==> src/hdl/ble_pkg.sv <==
package ble_pkg;

  // Store geometry.
  localparam int CAPACITY = 16;
  localparam int IDX_W    = $clog2(CAPACITY);
  localparam int CNT_W    = $clog2(CAPACITY + 1);
  localparam int CMP_W    = (CNT_W > 8) ? CNT_W : 8;
  localparam int DATA_W   = 32;
  localparam int FIDX_W   = 4;

  typedef enum logic [2:0] {
    MODE_INS_FRONT = 3'd0,
    MODE_INS_END   = 3'd1,
    MODE_INS_AT    = 3'd2,
    MODE_DEL_FRONT = 3'd3,
    MODE_DEL_END   = 3'd4,
    MODE_DEL_AT    = 3'd5,
    MODE_SEARCH    = 3'd6,
    MODE_NONE      = 3'd7
  } mode_t;

  typedef enum logic [2:0] {
    ST_OK        = 3'd0,
    ST_EMPTY     = 3'd1,
    ST_BAD_INDEX = 3'd2,
    ST_FULL      = 3'd3,
    ST_NOT_FOUND = 3'd4
  } status_t;

  typedef enum logic [1:0] {
    OP_INS,
    OP_DEL,
    OP_SRCH
  } op_t;

  typedef enum logic [1:0] {
    S_IDLE,
    S_SCAN,
    S_FINISH,
    S_DONE
  } state_t;

  typedef struct packed {
    status_t                    status;
    logic signed [DATA_W-1:0]   value;
    logic        [FIDX_W-1:0]   index;
  } result_t;

  typedef struct packed {
    logic             idle;
    logic [CNT_W-1:0] count;
  } seq_stat_t;

endpackage

==> src/hdl/ble_in_if.sv <==
interface ble_in_if;
  logic               valid;
  logic               ready;
  logic [2:0]         mode;
  logic signed [31:0] item_value;
  logic signed [7:0]  position;

  modport source (output valid, output mode, output item_value, output position,
                  input ready);
  modport sink (input valid, input mode, input item_value, input position,
                output ready);
endinterface

==> src/hdl/ble_out_if.sv <==
interface ble_out_if;
  logic               valid;
  logic               ready;
  logic [2:0]         status;
  logic signed [31:0] result_value;
  logic [3:0]         found_index;

  modport source (output valid, output status, output result_value,
                  output found_index, input ready);
  modport sink (input valid, input status, input result_value,
                input found_index, output ready);
endinterface

==> src/hdl/ble_ram.sv <==
module ble_ram #(
  parameter int WIDTH = 32,
  parameter int DEPTH = 16
) (
  input  logic                     clk,
  input  logic                     we,
  input  logic [$clog2(DEPTH)-1:0] waddr,
  input  logic [WIDTH-1:0]         wdata,
  input  logic [$clog2(DEPTH)-1:0] raddr,
  output logic [WIDTH-1:0]         rdata
);

  logic [WIDTH-1:0] mem [DEPTH];

  always_ff @(posedge clk) begin
    if (we) begin
      mem[waddr] <= wdata;
    end
    rdata <= mem[raddr];
  end

endmodule

==> src/hdl/ble_seq.sv <==
module ble_seq (
  input  logic                clk,
  input  logic                rst,
  ble_in_if.sink              req,
  output logic                res_valid,
  output ble_pkg::result_t    res,
  input  logic                res_ready,
  output ble_pkg::seq_stat_t  stat,
  output logic                ram_we,
  output logic [ble_pkg::IDX_W-1:0]  ram_waddr,
  output logic [ble_pkg::DATA_W-1:0] ram_wdata,
  output logic [ble_pkg::IDX_W-1:0]  ram_raddr,
  input  logic [ble_pkg::DATA_W-1:0] ram_rdata
);
  import ble_pkg::*;

  state_t             state, state_next;
  logic [CNT_W-1:0]   count, count_next;
  op_t                op, op_next;
  logic [IDX_W-1:0]   idx, idx_next;
  logic [DATA_W-1:0]  val, val_next;
  logic [IDX_W-1:0]   rd_ptr, rd_ptr_next;
  logic [CNT_W-1:0]   rd_left, rd_left_next;
  logic               pend, pend_next;
  logic [IDX_W-1:0]   pend_addr, pend_addr_next;
  result_t            res_q, res_next;

  always_ff @(posedge clk) begin
    if (rst) begin
      state <= S_IDLE;
      count <= '0;
      pend  <= 1'b0;
    end else begin
      state <= state_next;
      count <= count_next;
      pend  <= pend_next;
    end
    op        <= op_next;
    idx       <= idx_next;
    val       <= val_next;
    rd_ptr    <= rd_ptr_next;
    rd_left   <= rd_left_next;
    pend_addr <= pend_addr_next;
    res_q     <= res_next;
  end

  always_comb begin
    mode_t            m;
    logic             neg;
    logic [CMP_W-1:0] pos_ext;
    logic [CMP_W-1:0] cnt_ext;
    logic             full;
    logic             empty;
    logic [CNT_W-1:0] tgt;
    status_t          st;
    op_t              op_sel;
    logic             go;
    logic             issue;

    m       = mode_t'(req.mode);
    neg     = req.position[7];
    pos_ext = CMP_W'(req.position[6:0]);
    cnt_ext = CMP_W'(count);
    full    = (count == CNT_W'(CAPACITY));
    empty   = (count == '0);
    tgt     = '0;
    st      = ST_OK;
    op_sel  = OP_INS;
    go      = 1'b0;
    issue   = 1'b0;

    state_next     = state;
    count_next     = count;
    op_next        = op;
    idx_next       = idx;
    val_next       = val;
    rd_ptr_next    = rd_ptr;
    rd_left_next   = rd_left;
    pend_next      = 1'b0;
    pend_addr_next = rd_ptr;
    res_next       = res_q;
    req.ready      = 1'b0;
    res_valid      = 1'b0;
    ram_we         = 1'b0;
    ram_waddr      = pend_addr;
    ram_wdata      = ram_rdata;
    ram_raddr      = rd_ptr;

    unique case (state)
      S_IDLE: begin
        req.ready = 1'b1;
        unique case (m) inside
          MODE_INS_FRONT, MODE_INS_END: begin
            if (full) begin
              st = ST_FULL;
            end else begin
              go  = 1'b1;
              tgt = (m == MODE_INS_FRONT) ? '0 : count;
            end
          end
          MODE_INS_AT: begin
            if (neg || (pos_ext > cnt_ext)) begin
              st = ST_BAD_INDEX;
            end else if (full) begin
              st = ST_FULL;
            end else begin
              go  = 1'b1;
              tgt = pos_ext[CNT_W-1:0];
            end
          end
          MODE_DEL_FRONT, MODE_DEL_END: begin
            op_sel = OP_DEL;
            if (empty) begin
              st = ST_EMPTY;
            end else begin
              go  = 1'b1;
              tgt = (m == MODE_DEL_FRONT) ? '0 : count - CNT_W'(1);
            end
          end
          MODE_DEL_AT: begin
            op_sel = OP_DEL;
            if (neg) begin
              st = ST_BAD_INDEX;
            end else if (empty) begin
              st = ST_EMPTY;
            end else if (pos_ext >= cnt_ext) begin
              st = ST_BAD_INDEX;
            end else begin
              go  = 1'b1;
              tgt = pos_ext[CNT_W-1:0];
            end
          end
          MODE_SEARCH: begin
            op_sel = OP_SRCH;
            if (empty) begin
              st = ST_EMPTY;
            end else begin
              go = 1'b1;
            end
          end
          default: begin
          end
        endcase

        if (req.valid) begin
          res_next.status = st;
          res_next.value  = '0;
          res_next.index  = '0;
          if (go) begin
            op_next      = op_sel;
            idx_next     = tgt[IDX_W-1:0];
            val_next     = req.item_value;
            rd_left_next = count - tgt;
            rd_ptr_next  = (op_sel == OP_INS) ? IDX_W'(count - CNT_W'(1))
                                              : tgt[IDX_W-1:0];
            state_next   = S_SCAN;
          end else begin
            state_next = S_DONE;
          end
        end
      end

      S_SCAN: begin
        if (rd_left != '0) begin
          issue        = 1'b1;
          rd_left_next = rd_left - CNT_W'(1);
          rd_ptr_next  = (op == OP_INS) ? rd_ptr - IDX_W'(1) : rd_ptr + IDX_W'(1);
        end
        pend_next = issue;

        if (pend) begin
          unique case (op)
            OP_INS: begin
              ram_we    = 1'b1;
              ram_waddr = pend_addr + IDX_W'(1);
            end
            OP_DEL: begin
              if (pend_addr == idx) begin
                res_next.value = ram_rdata;
              end else begin
                ram_we    = 1'b1;
                ram_waddr = pend_addr - IDX_W'(1);
              end
            end
            default: begin
            end
          endcase
        end

        if (pend && (op == OP_SRCH) && (ram_rdata == val)) begin
          res_next.status = ST_OK;
          res_next.index  = FIDX_W'(pend_addr);
          state_next      = S_DONE;
        end else if ((rd_left == '0) && !pend) begin
          state_next = S_FINISH;
        end
      end

      S_FINISH: begin
        unique case (op)
          OP_INS: begin
            ram_we     = 1'b1;
            ram_waddr  = idx;
            ram_wdata  = val;
            count_next = count + CNT_W'(1);
          end
          OP_DEL: begin
            count_next = count - CNT_W'(1);
          end
          default: begin
            res_next.status = ST_NOT_FOUND;
          end
        endcase
        state_next = S_DONE;
      end

      S_DONE: begin
        res_valid = 1'b1;
        if (res_ready) begin
          state_next = S_IDLE;
        end
      end

      default: begin
        state_next = S_IDLE;
      end
    endcase
  end

  assign res        = res_q;
  assign stat.idle  = (state == S_IDLE);
  assign stat.count = count;

endmodule

==> src/hdl/bounded_circular_list_engine.sv <==
// Ordered list of up to CAPACITY (16) signed 32-bit values held in one
// single-port-write, single-port-read RAM with a registered read.
// Each request beat carries a mode (insert front, insert end, insert at a
// position, delete front, delete end, delete at a position, search), a value
// and a position, and produces exactly one response beat with a status, the
// removed value of a successful delete, and the first matching index of a
// successful search. Requests are handled one at a time. An operation that
// fails its checks (empty list, full store or bad index) goes straight to
// the response without touching the RAM, as does a request with the unused
// mode code, which is answered with an OK status. A successful operation
// walks the RAM, one entry per cycle through its read port, then drains the
// read pipeline and finishes the update; a search that finds a match goes
// straight to the response. The RAM needs no clearing after reset: only
// entries below the element count are ever read. The response sits in an
// output register, so a new request can be taken while an earlier response
// is still waiting to be picked up.
module bounded_circular_list_engine (
  input  logic      clk,
  input  logic      rst,
  ble_in_if.sink    req,
  ble_out_if.source rsp
);
  import ble_pkg::*;

  logic              res_valid;
  logic              res_ready;
  result_t           res;
  seq_stat_t         stat;
  logic              ram_we;
  logic [IDX_W-1:0]  ram_waddr;
  logic [DATA_W-1:0] ram_wdata;
  logic [IDX_W-1:0]  ram_raddr;
  logic [DATA_W-1:0] ram_rdata;

  // Output holding register.
  logic    ob_valid;
  result_t ob;

  // The sequencer owns the element count and every RAM access.
  ble_seq u_seq (
    .clk       (clk),
    .rst       (rst),
    .req       (req),
    .res_valid (res_valid),
    .res       (res),
    .res_ready (res_ready),
    .stat      (stat),
    .ram_we    (ram_we),
    .ram_waddr (ram_waddr),
    .ram_wdata (ram_wdata),
    .ram_raddr (ram_raddr),
    .ram_rdata (ram_rdata)
  );

  // The list itself. Entry i holds element i for every i below the count.
  ble_ram #(
    .WIDTH (DATA_W),
    .DEPTH (CAPACITY)
  ) u_ram (
    .clk   (clk),
    .we    (ram_we),
    .waddr (ram_waddr),
    .wdata (ram_wdata),
    .raddr (ram_raddr),
    .rdata (ram_rdata)
  );

  // A finished result moves into the output register whenever that register
  // is empty or is being drained in the same cycle.
  assign res_ready = !ob_valid || rsp.ready;

  always_ff @(posedge clk) begin
    if (rst) begin
      ob_valid <= 1'b0;
    end else if (res_valid && res_ready) begin
      ob_valid <= 1'b1;
    end else if (rsp.ready) begin
      ob_valid <= 1'b0;
    end
    if (res_valid && res_ready) begin
      ob <= res;
    end
  end

  assign rsp.valid        = ob_valid;
  assign rsp.status       = ob.status;
  assign rsp.result_value = ob.value;
  assign rsp.found_index  = ob.index;

  // In the cycle after a request is taken the sequencer is busy and takes no new request.
  a_busy_after_accept: assert property (@(posedge clk) disable iff (rst)
    (req.valid && req.ready) |=> !req.ready)
    else $error("request taken while the previous one was still starting");

  // The element count never exceeds the capacity.
  a_count_bound: assert property (@(posedge clk) disable iff (rst)
    stat.count <= CNT_W'(CAPACITY))
    else $error("element count above capacity");

  // A full-store report only comes from a full store.
  a_full_status: assert property (@(posedge clk) disable iff (rst)
    (res_valid && res.status == ST_FULL) |-> (stat.count == CNT_W'(CAPACITY)))
    else $error("store full reported with room left");

  // An empty-list report only comes from an empty list.
  a_empty_status: assert property (@(posedge clk) disable iff (rst)
    (res_valid && res.status == ST_EMPTY) |-> (stat.count == '0))
    else $error("list empty reported with elements present");

endmodule
==> src/flat_wrapper.sv <==
// flat-port wrapper written by rule: the top's interface ports become plain ports
module bounded_circular_list_engine_flat import ble_pkg::*;
  (clk, rst, req_valid, req_mode, req_item_value, req_position, req_ready, rsp_valid, rsp_status, rsp_result_value, rsp_found_index, rsp_ready);
  ble_in_if req_i ();
  ble_out_if rsp_i ();
  input  logic clk;
  input  logic rst;
  input wire logic [$bits(req_i.valid)-1:0] req_valid;
  input wire logic [$bits(req_i.mode)-1:0] req_mode;
  input wire logic [$bits(req_i.item_value)-1:0] req_item_value;
  input wire logic [$bits(req_i.position)-1:0] req_position;
  output wire logic [$bits(req_i.ready)-1:0] req_ready;
  output wire logic [$bits(rsp_i.valid)-1:0] rsp_valid;
  output wire logic [$bits(rsp_i.status)-1:0] rsp_status;
  output wire logic [$bits(rsp_i.result_value)-1:0] rsp_result_value;
  output wire logic [$bits(rsp_i.found_index)-1:0] rsp_found_index;
  input wire logic [$bits(rsp_i.ready)-1:0] rsp_ready;
  assign req_i.valid = req_valid;
  assign req_i.mode = req_mode;
  assign req_i.item_value = req_item_value;
  assign req_i.position = req_position;
  assign req_ready = req_i.ready;
  assign rsp_valid = rsp_i.valid;
  assign rsp_status = rsp_i.status;
  assign rsp_result_value = rsp_i.result_value;
  assign rsp_found_index = rsp_i.found_index;
  assign rsp_i.ready = rsp_ready;
  bounded_circular_list_engine u_core (.clk(clk), .rst(rst), .req(req_i), .rsp(rsp_i));
endmodule
==> config.mk <==
export PLATFORM = sky130hd
export DESIGN_NAME = bounded_circular_list_engine_flat
export DESIGN_NICKNAME = d
export VERILOG_FILES = /design/src/hdl/ble_pkg.sv /design/src/hdl/ble_in_if.sv /design/src/hdl/ble_out_if.sv /design/src/hdl/ble_ram.sv /design/src/hdl/ble_seq.sv /design/src/hdl/bounded_circular_list_engine.sv /design/src/flat_wrapper.sv
export SDC_FILE = /design/constraint.sdc
export NUM_CORES = 1
export LEC_CHECK = 0
export ABC_AREA = 1
export BUFFER_PORTS_ARGS = -buffer_cell sky130_fd_sc_hd__buf_2
export CAP_MARGIN = 15
export CORE_MARGIN = 1.5
export CORE_UTILIZATION = 40
export DETAILED_ROUTE_END_ITERATION = 12
export GPL_TIMING_DRIVEN = 0
export PLACE_DENSITY_LB_ADDON = 0.15
export SYNTH_ARGS = -nofsm -noshare
export SYNTH_HDL_FRONTEND = slang
export SYNTH_SLANG_ARGS = --single-unit
==> constraint.sdc <==
create_clock -name clk -period 3.5 [get_ports clk]
set_input_delay 0.35 -clock clk [delete_from_list [all_inputs] [get_ports clk]]
set_output_delay 0.35 -clock clk [all_outputs]
set_load 0.1 [all_outputs]
# After elaboration in Yosys (flattened, before gate mapping)
# Memory sizes are Yosys's and may differ from the RTL's. A register that Yosys moved wholly into a read port is not among the register bits.
# Cells that the tools add are included.
# word_totals
mem_bits_rw,512
memories,1
elab_cells,157
out_inout_bits,41
register_bits,138
# mem_list
memory,words,word_bits,read_ports,rd_clocked_by_memory_dff,wr,line,rtl
u_core.u_ram.mem,16,32,1,1,1,ble_ram.sv:13,logic [WIDTH-1:0] mem [DEPTH];
# op_classes
muxes,73
n_reduce_logical,32
addsub,8
eq_ne,24
n_lt_le_gt_ge,2
bitwise,1
# op_table
operator,count
2-to-1 mux 32 bit,5
case mux 36 bit (2 select lines),1
2-to-1 mux 5 bit,13
2-to-1 mux 39 bit,1
2-to-1 mux 4 bit,9
equality test 32 bit,1
case mux 4 bit (2 select lines),3
2-to-1 mux 2 bit,10
case mux 5 bit (2 select lines),2
case mux 5 bit (4 select lines),1
2-to-1 mux 1 bit,18
inequality test 2 bit (second input constant),7
case mux 3 bit (4 select lines),1
zero test 5 bit,2
subtractor 5 x 1 -> 5 bit (second input constant),2
equality test 3 bit (second input constant),3
2-to-1 mux 3 bit,3
case mux 3 bit (3 select lines),1
AND reduction 3 bit,3
adder 4 x 1 -> 4 bit (second input constant),2
case mux 2 bit (4 select lines),1
AND reduction 4 bit,2
OR reduction 2 bit,4
subtractor 4 x 1 -> 4 bit (second input constant),2
27 further kinds,43

# Depth between registers and ports, before layout
# depth
depth_word,10
ltp_mapped,21
depth_no_buf,21

# Hierarchy
# Synthesis repeated with hierarchy kept, for this count alone.
# hier_totals
cells_unflattened,2797
hier_area_um2,29734.8
# modules_own_cells
mod,area_per_inst_um2,cells_each,seq_area_each_um2,n_inst
ble_ram,22745.6,2122,16015.4,1
ble_seq,5770.5,630,2822.7,1
bounded_circular_list_engine,1218.7,45,1191.1,1

# Worst setup path after synthesis
# No wires, ideal clock.
# synth_timing
path_kind,flip-flop to flip-flop
startpoint,register u_core.u_seq.state[1]
endpoint,"register u_core.u_seq.res_q (netlist bit u_core.u_seq.res[10]), enable pin"
slack_ns,-0.214
stages_incl_launch_ff,7
setup_ns,0.432
required_ns,3.068
path_buffers,0
arrival_time_ns,3.282
period_less_slack_ns,3.714
path_cell_list,dfxtp_1 inv_1 ha_1 inv_1 nor2_1 inv_1 a21oi_1
# synth_between
elab_chain_len,3
elab_cells_between_ends,8
# synth_lines
item,line,rtl
from (decl),ble_seq.sv:17,"state_t state, state_next;"
from (signal assigned),ble_seq.sv:34,state <= state_next;
equality test 2 x 1 -> 1 bit / zero test 2 bit (equally long branches),ble_seq.sv:89,unique case (state)
"inequality test 2 x 1 -> 1 bit (no line), or another cell as far along",-,
AND reduction 5 bit (no line) *,-,
to (signal assigned),ble_seq.sv:44,res_q <= res_next;
to (decl),ble_seq.sv:26,"result_t res_q, res_next;"
# Every way passes the cells marked *; elsewhere a longest branch is shown, timed or not.
# A chain may end at the register's enable or synchronous reset.

# Worst setup path after layout
# layout_timing
startpoint,register u_core.u_seq.state[0]
endpoint,"memory u_core.u_ram.mem[11][18], enable pin"
# layout_between
elab_chain_len,4
elab_cells_between_ends,6
# layout_lines
item,line,rtl
equality test 2 bit / equality test 2 x 1 -> 1 bit (equally long branches),ble_seq.sv:89,
case mux 1 bit (2 select lines),ble_seq.sv:89,
2-to-1 mux 1 bit,ble_ram.sv:16,if (we) begin
2-to-1 mux 1 bit (not written as such),ble_ram.sv:17,mem[waddr] <= wdata;
to (decl),ble_ram.sv:13,
# Parallel ways exist; a longest one is shown, timed or not.

==> impl_metrics.json <==
{
  "status": "complete, no violations",
  "cp.arrival_ns": 3.61,
  "drive_above_1_share_pct": 13.2,
  "drt_iter0_drc": 2273,
  "coreArea_um2": 67500,
  "first_global_vias": 17900,
  "irDropWorstVdd_uv": 399,
  "power.density_nw_per_um2": 908,
  "io_buffer_count": 87,
  "p_comb_share_pct": 35.6,
  "fillCellCount": 5983,
  "netSwitchingFraction_pct": 39.8,
  "drc_errors": 0,
  "min_period_ns": 3.29,
  "die_x_um": 265,
  "startpoint_type": "flop",
  "clkPwrFrac_pct": 25.4,
  "ant_nets": 0,
  "synthFlopType": "edfxtp_1",
  "die_y_um": 265,
  "grt_pass1_wl_um": 124000,
  "rows": 95,
  "p_sw_mw": 11.7,
  "overflow": 0,
  "fin_nets": 2454,
  "timing_worst_setup_path_type": "reg -> reg",
  "setup_viol": 0,
  "cts_buffer_depth": 3,
  "internal_power_mw": 17.7,
  "dieArea_um2": 70100,
  "synth_edf_count": 637,
  "cp-end-kind": "flop",
  "critical_path_buf_inv_count": 4,
  "cts_max_level": 3,
  "critical_path.cell_chain": "inv_1 > ha_1 > inv_1 > nor2_2 > inv_2 > o21ai_2 > nand2_2 > nor2b_4 > nand3_2 > nor2_4 > buf_16",
  "cpMostUsedCell": "inv_1",
  "crit_family": "simple AND/OR/NAND/NOR gates",
  "gp_congestion": 0.873,
  "rsz0062_at_grt": "yes",
  "sequentialPowerShare_pct": 39.0,
  "synth_top_area_share_pct": 69.8,
  "cts_tree": "done",
  "netlist_area_um2": 27400,
  "total_power_mw": 29.3,
  "yosysTopAreaCell": "edfxtp_1",
  "slowest_stage": "nor2_4",
  "fin_worst_skew_ns": 0.0205,
  "clock_sinks": 682,
  "vias": 18900,
  "dpl.hpwl_um": 57600,
  "synth_nets": 2224,
  "io_pins": 88,
  "finalWirelength_um": 86000,
  "clk_pin_slew_ns": 0.06,
  "slowest_delay_ns": 0.83,
  "slew_viol_final": 0,
  "antenna_cells": 0,
  "leakagePower_nw": 11.2,
  "grt_use_total_pct": 24.4,
  "cts_root_buf": "clkbuf_16",
  "drt_pre_antenna_iters": 5,
  "post_drt_wl_per_cell_um": 26.0,
  "worstPathMaxFanout": 20,
  "crit_required_ns": 3.82,
  "relSlewSlack_pct": 20.8,
  "cap_violations": 0,
  "tightest_slew_ns": 1.19,
  "finalCritPeriodShare_pct": 94.0,
  "yosys_warnings": 0,
  "grt_max_degree": 39,
  "synth-async-reset-ratio_pct": 0,
  "seq_area_frac_synth_pct": 73.1,
  "antenna_found_initial": 2,
  "worstHoldPathType": "in -> reg",
  "fmax_ghz": 0.304,
  "worst_skew_pair.late_latency_ns": 0.62,
  "start_util_pct": 40.6,
  "ys_types": 43,
  "ys_ff_latch": 682,
  "cts_made_buffers": 73,
  "avgSynthCellArea_um2": 12.7,
  "synth_cells": 2153,
  "drt-vias-per-instance": 5.70,
  "area_growth_pct": 17.9,
  "netlist_top_cells_area": "edfxtp_1 (70%), o21ai_0 (5.5%), nor2_1 (4.4%)",
  "finalHoldViolCount": 0,
  "tns_ns": 0
}
logic make-up (layout without fill, tap and decap cells):
logic type | count (synthesis) | in the layout | share of synthesized area (%)
DFF | 682 | 682 | 73.1
and+or+nand+nor | 659 | 659 | 9.96
AOI/OAI and AO/OA | 506 | 506 | 11.2
buffers and inverters | 252 | 537 | 3.59
xor gates and xnor gates | 30 | 30 | 1.01
adders and majority gates | 24 | 24 | 1.15
through the flow:
stage | worst slack, ns | cells | hold slack, ns | util (%) | cell area [µm²]
after CTS | 0.111 | 3311 | 0.0283 | 47.8 | 32300
after floorplan | 0.237 | 2153 | 0.346 | - | 27400
final | 0.210 | 3311 | 0.0472 | 47.8 | 32300
after detailed placement | 0.110 | 3148 | 0.386 | 44.0 | 29700
after global routing | -0.0324 | 3311 | 0.0705 | 47.8 | 32300
after global placement | -2.15 | 3113 | 0.382 | 42.9 | 28900
power by group through the flow:
stage,Clock (mW),Sequential [mW],Combinational [mW]
final,7.44,11.4,10.4
after global routing,7.82,11.5,11.1
after CTS,7.52,11.4,10.2
after detailed placement,0,11.6,10.2
after global placement,0,11.7,9.53
after floorplan,0,11.8,5.25
per-layer routing:
layer  up-vias  part of all wire, %  track usage, %
li1       8324                    -               -
met1      9437                   43            35.0
met2       938                   45            38.0
met3       165                  8.0            3.88
met4         0                  3.2            8.45
met5         -                    0               0
layout by cell type (no fill, tap or decap), drive strengths merged:
cell / Yosys / final
inv: 130 / 132
clkinvlp: 0 / 2
nand2: 222 / 222
nor2: 326 / 326
a21oi: 31 / 31
clkinv: 1 / 23
o21ai: 308 / 308
a21o: 2 / 2
ha: 22 / 22
nand4: 15 / 15
buf: 31 / 153
or2: 8 / 8
dfxtp: 45 / 45
nor3: 13 / 13
clkbuf: 90 / 190
nand3: 74 / 74
a31oi: 2 / 2
o211ai: 27 / 27
xor2: 21 / 21
a221oi: 1 / 1
dlygate4sd3: 0 / 33
edfxtp: 637 / 637
bufinv: 0 / 4
nor2b: 1 / 1
o22ai: 26 / 26
o21bai: 1 / 1
o221ai: 105 / 105
xnor2: 9 / 9
a211oi: 1 / 1
fa: 2 / 2
o31ai: 2 / 2
cells in the mapped netlist, types with 12 or more instances:
| master | number |
|---|---|
| nand2_1 | 214 |
| dfxtp_1 | 45 |
| edfxtp_1 | 637 |
| nor3_1 | 12 |
| nand3_1 | 69 |
| clkbuf_1 | 90 |
| xor2_1 | 19 |
| inv_2 | 13 |
| nand4_1 | 15 |
| o22ai_1 | 26 |
| a21oi_1 | 29 |
| nor2_1 | 322 |
| o211ai_1 | 27 |
| ha_1 | 22 |
| buf_2 | 20 |
| o221ai_1 | 105 |
| o21ai_0 | 300 |
| inv_1 | 116 |
path summary, 6_finish.rpt:
kind	start	endpoint	slack, ns	cells past startpoint
max	u_core.u_seq.state[0]	u_core.u_ram.mem[11][18]	0.21	11
min	rsp_ready	u_core.rsp.valid	0.05	4
max reg2reg	u_core.u_seq.state[0]	u_core.u_ram.mem[11][18]	0.21	11
min reg2reg	u_core.u_seq.ram_raddr[3]	u_core.u_seq.pend_addr[3]	0.39	0
state kept, by name (all words and copies together) (netlist names):
signal,flops
u_core.u_seq.state,2
u_core.rsp.status,3
u_core.u_seq.rd_left,5
u_core.u_ram.rdata,32
u_core.u_seq.op,2
u_core.u_seq.pend_addr,4
u_core.u_seq.idx,4
u_core.rsp.result_value,32
u_core.rsp.valid,1
u_core.u_seq.pend,1
u_core.rsp.found_index,4
u_core.u_seq.res,39
u_core.u_ram.mem,512
u_core.u_seq.ram_raddr,4
u_core.u_seq.val,32
u_core.u_seq.count,5
area by class of cell:
type                    instances  area, µm²  share of cell area [%]
multi-input cells            1219       6550                    20.3
clock inverters                30        268                   0.829
inverters                     131        494                    1.53
clock buffers                 100       2000                    6.19
plain buffers                 121        492                    1.52
flip-flops and latches        682      20000                    62.0
repair buffers                155       1370                    4.23
well taps                     873       1090                    3.38
tightest hold or removal path, stage by stage:
cell	delay (ns)
buf_2	0.07
inv_1	0.06
nand2_1	0.07
a21oi_1	0.06
what timing repair did:
| action | in CTS | in global routing |
|---|---|---|
| hold buffers | 33 | 0 |
| resized for setup | 0 | 4 |
| setup endpoints to repair | 0 | 27 |
| setup buffers | 0 | 0 |
| endpoints found under the hold margin | 34 | 0 |
Note: power is estimated with default switching activity, not from simulation.
